**src/sv/dda_line_rasterizer_defines.svh**
```systemverilog
// ----------------------------------------------------------------------------
// DDA line rasterizer assertion macros
// Shared concurrent assertion helpers, clocked on clk_i, disabled in reset.
// ----------------------------------------------------------------------------
`ifndef DDA_LINE_RASTERIZER_DEFINES_SVH
`define DDA_LINE_RASTERIZER_DEFINES_SVH

// Same-cycle implication check.
`define DDA_ASSERT_IMP(label, ante, cons) \
  label: assert property (@(posedge clk_i) disable iff (!rst_ni) (ante) |-> (cons)) \
    else $error("dda assertion failed");

// Next-cycle implication check.
`define DDA_ASSERT_NXT(label, ante, cons) \
  label: assert property (@(posedge clk_i) disable iff (!rst_ni) (ante) |=> (cons)) \
    else $error("dda assertion failed");

`endif

```
**src/sv/dda_pkg.sv**
```systemverilog
// ----------------------------------------------------------------------------
// DDA line rasterizer package
// Coordinate widths, sequencer states and the axis state record.
// ----------------------------------------------------------------------------
package dda_pkg;

  // Coordinate bits actually used from each endpoint field.
  localparam int COORD_BITS = 6;
  // Width of the coordinate fields on the ports.
  localparam int FIELD_W    = 6;
  localparam int GLYPH_W    = 8;

  // Signed difference of two coordinates and the remainder-plus-delta sum.
  localparam int DELTA_W = COORD_BITS + 1;
  localparam int SUM_W   = COORD_BITS + 2;

  typedef logic [COORD_BITS-1:0]    coord_t;
  typedef logic signed [DELTA_W-1:0] delta_t;

  // Position and remainder of one axis of the line.
  typedef struct packed {
    coord_t pos;
    coord_t rem;
  } dda_axis_t;

  typedef enum logic [1:0] {
    ST_IDLE,
    ST_SETUP,
    ST_RUN
  } dda_state_e;

endpackage

```
**src/sv/dda_line_rasterizer.sv**
```systemverilog
// ----------------------------------------------------------------------------
// DDA line rasterizer
// Turns one line request into the run of pixels of an exact DDA line.
// ----------------------------------------------------------------------------
// Usage:
//   The slave stream takes one line per transaction: both endpoints and a
//   glyph code. The master stream gives one pixel per transaction, with
//   tlast on the final pixel of the line.
//   A line of steps = max(|dx|, |dy|) yields steps + 1 pixels. After the
//   accepting edge the setup state computes the deltas and step count; then
//   the pixel sequencer emits one pixel a cycle, while the receiver keeps up,
//   through the output register. The rate is set by the single minor-axis
//   step unit, used once per pixel. s_axis_tready is high only while no
//   line is in work; the next line may be taken while the final pixel
//   still waits in the output register. When the receiver stalls, the
//   pixel is held and the sequencer waits. Reset empties the output
//   register and returns the sequencer to idle.
// ----------------------------------------------------------------------------
`include "dda_line_rasterizer_defines.svh"

module dda_line_rasterizer (
  input  logic        clk_i,
  input  logic        rst_ni,
  input  logic        s_axis_tvalid,
  output logic        s_axis_tready,
  // Fields from bit 0: x_from[5:0], y_from[11:6], x_to[17:12], y_to[23:18],
  // glyph[31:24].
  input  logic [31:0] s_axis_tdata,
  output logic        m_axis_tvalid,
  input  logic        m_axis_tready,
  // Fields from bit 0: pix_x[5:0], pix_y[11:6], pix_glyph[19:12], zero pad.
  output logic [23:0] m_axis_tdata,
  output logic        m_axis_tlast
);

  localparam int CB = dda_pkg::COORD_BITS;

  dda_pkg::dda_state_e state_q, state_d;

  // Line registers.
  dda_pkg::coord_t  x0_q, y0_q, x1_q, y1_q;
  logic [dda_pkg::GLYPH_W-1:0] glyph_q;
  dda_pkg::coord_t  steps_q, cnt_q;
  dda_pkg::delta_t  dminor_q;
  logic             xmaj_q;
  logic             majneg_q;
  dda_pkg::coord_t  pmaj_q;
  dda_pkg::dda_axis_t minor_q, minor_nxt;

  // Output register.
  logic                       out_valid_q, out_valid_d;
  logic [dda_pkg::FIELD_W-1:0] out_x_q, out_y_q;
  logic [dda_pkg::GLYPH_W-1:0] out_g_q;
  logic                       out_last_q;

  logic            accept;
  logic            emit;
  logic            is_last;
  dda_pkg::delta_t dx, dy;
  dda_pkg::coord_t ax, ay;
  dda_pkg::coord_t cur_x, cur_y;

  // Sequencer next state and handshake.
  always_comb begin
    state_d       = state_q;
    s_axis_tready = (state_q == dda_pkg::ST_IDLE);
    accept        = s_axis_tvalid && s_axis_tready;
    emit          = (state_q == dda_pkg::ST_RUN) && (!out_valid_q || m_axis_tready);
    is_last       = (cnt_q == steps_q);
    case (state_q)
      dda_pkg::ST_IDLE:  if (accept) state_d = dda_pkg::ST_SETUP;
      dda_pkg::ST_SETUP: state_d = dda_pkg::ST_RUN;
      dda_pkg::ST_RUN:   if (emit && is_last) state_d = dda_pkg::ST_IDLE;
      default:           state_d = dda_pkg::ST_IDLE;
    endcase
    out_valid_d = emit ? 1'b1 : (m_axis_tready ? 1'b0 : out_valid_q);
  end

  always_ff @(posedge clk_i or negedge rst_ni) begin
    if (!rst_ni) begin
      state_q     <= dda_pkg::ST_IDLE;
      out_valid_q <= 1'b0;
    end else begin
      state_q     <= state_d;
      out_valid_q <= out_valid_d;
    end
  end

  // Deltas, magnitudes and current pixel position.
  always_comb begin
    dx    = signed'({1'b0, x1_q}) - signed'({1'b0, x0_q});
    dy    = signed'({1'b0, y1_q}) - signed'({1'b0, y0_q});
    ax    = dx[dda_pkg::DELTA_W-1] ? CB'(-dx) : CB'(dx);
    ay    = dy[dda_pkg::DELTA_W-1] ? CB'(-dy) : CB'(dy);
    cur_x = xmaj_q ? pmaj_q : minor_q.pos;
    cur_y = xmaj_q ? minor_q.pos : pmaj_q;
  end

  // Step unit for the minor axis.
  dda_axis_unit u_axis (
    .cur_i   (minor_q),
    .delta_i (dminor_q),
    .steps_i (steps_q),
    .nxt_o   (minor_nxt)
  );

  // Datapath registers.
  always_ff @(posedge clk_i) begin
    if (accept) begin
      x0_q    <= s_axis_tdata[CB-1:0];
      y0_q    <= s_axis_tdata[6 +: CB];
      x1_q    <= s_axis_tdata[12 +: CB];
      y1_q    <= s_axis_tdata[18 +: CB];
      glyph_q <= s_axis_tdata[31:24];
    end
    if (state_q == dda_pkg::ST_SETUP) begin
      xmaj_q      <= (ax >= ay);
      steps_q     <= (ax >= ay) ? ax : ay;
      dminor_q    <= (ax >= ay) ? dy : dx;
      majneg_q    <= (ax >= ay) ? dx[dda_pkg::DELTA_W-1] : dy[dda_pkg::DELTA_W-1];
      pmaj_q      <= (ax >= ay) ? x0_q : y0_q;
      minor_q.pos <= (ax >= ay) ? y0_q : x0_q;
      minor_q.rem <= '0;
      cnt_q       <= '0;
    end
    // Emit the current pixel and, unless it is the last, step both axes.
    if (emit) begin
      out_x_q    <= dda_pkg::FIELD_W'(cur_x);
      out_y_q    <= dda_pkg::FIELD_W'(cur_y);
      out_g_q    <= glyph_q;
      out_last_q <= is_last;
      if (!is_last) begin
        pmaj_q  <= majneg_q ? pmaj_q - CB'(1) : pmaj_q + CB'(1);
        minor_q <= minor_nxt;
        cnt_q   <= cnt_q + CB'(1);
      end
    end
  end

  assign m_axis_tvalid = out_valid_q;
  assign m_axis_tdata  = {4'b0000, out_g_q, out_y_q, out_x_q};
  assign m_axis_tlast  = out_last_q;

  // A taken line always goes through setup next.
  `DDA_ASSERT_NXT(a_accept_setup, accept, state_q == dda_pkg::ST_SETUP)
  // The pixel counter never passes the step count.
  `DDA_ASSERT_IMP(a_cnt_range, state_q == dda_pkg::ST_RUN, cnt_q <= steps_q)
  // The minor remainder stays below the step count.
  `DDA_ASSERT_IMP(a_rem_range, state_q == dda_pkg::ST_RUN && steps_q != '0,
                  minor_q.rem < steps_q)

endmodule

```
**src/sv/dda_axis_unit.sv**
```systemverilog
// ----------------------------------------------------------------------------
// DDA axis step unit
// Advances the minor axis by one pixel: adds the delta to the remainder and
// applies at most one correction by the step count.
// ----------------------------------------------------------------------------
module dda_axis_unit (
  input  dda_pkg::dda_axis_t cur_i,
  input  dda_pkg::delta_t    delta_i,
  input  dda_pkg::coord_t    steps_i,
  output dda_pkg::dda_axis_t nxt_o
);

  logic signed [dda_pkg::SUM_W-1:0] sum;
  logic signed [dda_pkg::SUM_W-1:0] steps_s;
  logic signed [dda_pkg::SUM_W-1:0] rem_s;

  // Remainder stays in [0, steps); the position moves by one when the sum leaves that range.
  always_comb begin
    steps_s = signed'({2'b00, steps_i});
    sum     = signed'({2'b00, cur_i.rem}) + dda_pkg::SUM_W'(delta_i);
    nxt_o   = cur_i;
    if (sum >= steps_s) begin
      rem_s     = sum - steps_s;
      nxt_o.pos = cur_i.pos + dda_pkg::COORD_BITS'(1);
    end else if (sum < 0) begin
      rem_s     = sum + steps_s;
      nxt_o.pos = cur_i.pos - dda_pkg::COORD_BITS'(1);
    end else begin
      rem_s     = sum;
    end
    nxt_o.rem = rem_s[dda_pkg::COORD_BITS-1:0];
  end

endmodule

```
**config.mk**
```make
export PLATFORM = sky130hd
export DESIGN_NAME = dda_line_rasterizer
export DESIGN_NICKNAME = d
export VERILOG_FILES = /design/src/sv/dda_pkg.sv /design/src/sv/dda_line_rasterizer.sv /design/src/sv/dda_axis_unit.sv
export VERILOG_INCLUDE_DIRS = /design/src /design/src/sv
export SDC_FILE = /design/constraint.sdc
export NUM_CORES = 1
export LEC_CHECK = 0
export ABC_CLOCK_PERIOD_IN_PS = 4000
export BUFFER_PORTS_ARGS = -buffer_cell sky130_fd_sc_hd__buf_2
export CAP_MARGIN = 20
export CORE_AREA = 2 2 137 139
export CTS_BUF_LIST = sky130_fd_sc_hd__clkbuf_8
export CTS_CLUSTER_DIAMETER = 120
export DETAILED_ROUTE_END_ITERATION = 8
export DIE_AREA = 0 0 139 141
export PLACE_DENSITY = 0.53
export SYNTH_ARGS = -nofsm -noshare
export SYNTH_HDL_FRONTEND = slang
export SYNTH_SLANG_ARGS = --single-unit
```
**constraint.sdc**
```tcl
create_clock -name clk_i -period 4 [get_ports clk_i]
set_input_delay 0.4 -clock clk_i [delete_from_list [all_inputs] [get_ports clk_i]]
set_output_delay 0.4 -clock clk_i [all_outputs]
set_load 0.01 [all_outputs]
```
==> results.md <==
- Outcome: finished, final reports clean
- EDFF count, synth: 74
- CTS root buf: clkbuf_8
- Antenna cells: 0
- First-pass GRT wire length: between 20 and 25 mm
- Final nets: 742
- Worst slew margin: 0.624
- Initial Util: 0.313
- CP Data Arrival Time: 4.19 ns
- Die H: 141 um
- Cell count after synthesis: 525
- Clock-pin slew on the worst setup and hold paths: 0.11 ns
- Clock latency on the worst-skew pair: 0.39 ns
- Via count: 4369
- Layout Cells excl Fill: roughly 890
- Met3 GRT Util: 0.0248
- Routability cong.: roughly 0.89
- Initial antenna violation count: 0
- Top cell type by total area after synthesis: edfxtp_1
- Final setup violation count: 0
- Routed wire length: 14.1 mm
- Synthesized area per cell: between 10 and 15 um^2
- Type of the tightest min-delay check: primary input to flop
- Yosys reg bits: 95
- Sequential fraction of the synthesis area: 0.465
- Placed Cells incl. Taps: around 860
- Fin crit share: 0.987
- Async S/R FF share, synth: 0.0316
- Grt met2 use: 0.257
- Initial drt markers: 235
- Vias in the first global route: 4569
- Sink Count: 95
- Total CTS buffers: 9
- Main synth FF type: edfxtp_1
- Pre-CTS setup slack: -0.195 ns
- M1 GR Usage: 0.168
- Max clock buf depth: 2
- Pre-Repair DR Iteration Count: 4
- Port bufs: 58
- Synth Warn #: 0
- Maximum clock rate: between 200 and 300 MHz
- WL/cell: 15.8 um
- Final hold vios: 0
- Largest net degree at the start of global routing: 33
- Worst-Margin Slew: 0.563 ns
- Filler Cells Inserted: 1804
- Fin worst setup slack: approximately 0.054 ns
- Yosys top cell area share: 0.389
- CTS tree: built
- Mapped Area: 5720 um^2
- Max-cap viol count: 0
- Via/cell ratio: ~4.9
- IO Count: 63
- Cell variety after synth: slightly below 60
- H-tree levels: 3
- Die width: approximately 140 um
- CP Max Fanout: 5
- GRT Max-Usage Layer: met2
- Post-route ant nets: 0
- Row cnt: 50
- Critical path class: flop to flop
- Commonest cells post-synth: edfxtp_1, inv_1, ha_1, o21ai_0, a21oi_1
- Critical Path RT: 4.24 ns
- Grt total ovfl: 0
- DIE AREA: 19600 um^2
- Fraction of layout cells with a size suffix above 1: 0.318
- P&R area growth vs syn: 27.2%
- Fin. max-slew vios: 0
- Final Instance Area: 7270 um^2
- Worst setup SP type: flop
- Cell Area, Placed: slightly below 7000 um^2
- Post-layout min period: 3.95 ns
- Core box area: 18300 um^2
- Setup Skew: 0.0136 ns
- Most frequent cell after synthesis: edfxtp_1
- CP Capture Type: flop
- Dpl hpwl: 10.8 mm
- Synth area leaders: edfxtp_1, ha_1, dfxtp_1
- Total GRT Usage: 0.145
- # DRC: 0
- RSZ-0062 raised after global routing: true
-- state kept, by name, indices dropped and copies added (netlist names), 7 cells and up --
| name | cells |
|---|---|
| glyph_q | 8 |
| dminor_q | 7 |
| minor_q | 12 |
| out_g_q | 8 |
-- per-layer routing --
layer	routed length [um]	vias to the layer above
li1	-	2169
met1	6150	2087
met2	7040	87
met3	465	26
met4	483	0
met5	0	-
-- final timing paths --
kind                       slack [ns]              from  depth (start not counted)           to
min in group asynchronous        0.33            rst_ni                          2   state_q[1]
setup reg to reg                 0.05           x1_q[0]                         17  minor_q[11]
hold reg to reg                  0.43        glyph_q[3]                          0   out_g_q[3]
hold / removal                   0.17  s_axis_tdata[28]                          1   glyph_q[4]
max in group asynchronous        3.56            rst_ni                          2   state_q[0]
setup / recovery                 0.05           x1_q[0]                         17  minor_q[11]
-- through the flow --
step                setup TNS [ns]  utilization  hold WS, ns
global route                -0.437        0.398        0.145
global placement            -0.171        0.368        0.195
floorplan                        0            -        0.104
CTS                              0        0.386        0.147
finish                           0        0.398        0.170
detailed placement          -0.676        0.368        0.198
-- final cells by class --
type                            instances  area, um^2  share of cell area
Multi-Input combinational cell        364        3060               0.421
Clock buffer                            9         124              0.0170
Timing Repair Buffer                  131         852               0.117
Tap cell                              234         293              0.0403
Clock inverter                          7        81.3              0.0112
Inverter                               52         203              0.0279
Sequential cell                        95        2660               0.366
-- worst max-delay path, cell delays in order (launching register included) --
cell      delay [ns]
edfxtp_1        0.38
inv_1           0.07
ha_2            0.18
inv_2           0.04
fa_2            0.39
a21o_1          0.20
a21oi_2         0.15
o21bai_1        0.09
a21o_1          0.22
mux2_2          0.32
ha_1            0.30
a2111o_1        0.37
a31o_4          0.25
a21oi_4         0.24
buf_4           0.16
mux2i_2         0.24
a21oi_1         0.10
o211ai_1        0.10
-- cell usage in the layout, fill, tap and decap left out, types with 9 or more instances in the layout --
cell / instances
clkbuf_8: 9
a21o_1: 15
buf_2: 58
nand2_1: 19
inv_1: 48
xor2_1: 14
o21ai_0: 30
a21oi_1: 27
mux2i_1: 14
buf_4: 69
ha_1: 35
dfxtp_1: 18
mux2_2: 9
edfxtp_1: 74
xnor2_1: 17
nor2_1: 28
-- cells by family after synthesis --
family,after synthesis,synth area share
DFF,95,0.465
xor gates and xnor gates,34,0.0521
and+or+nand+nor,105,0.0950
other,1,0.000656
buffers and inverters,70,0.0517
AOI/OAI and AO/OA,139,0.159
adders and majority gates,53,0.125
muxes,28,0.0510
-- what timing repair did --
action | CTS | global route
endpoints found under the hold margin | 3 | 0
resized for setup | 13 | 42
buffers inserted | 6 | 5
pin swaps | 8 | 33
hold buffers | 1 | 0
setup endpoints to repair | 12 | 26
cloned | 1 | 0
Power is not shown: default switching activity piles up to over one toggle a cycle in this logic, so the estimate is an artifact.
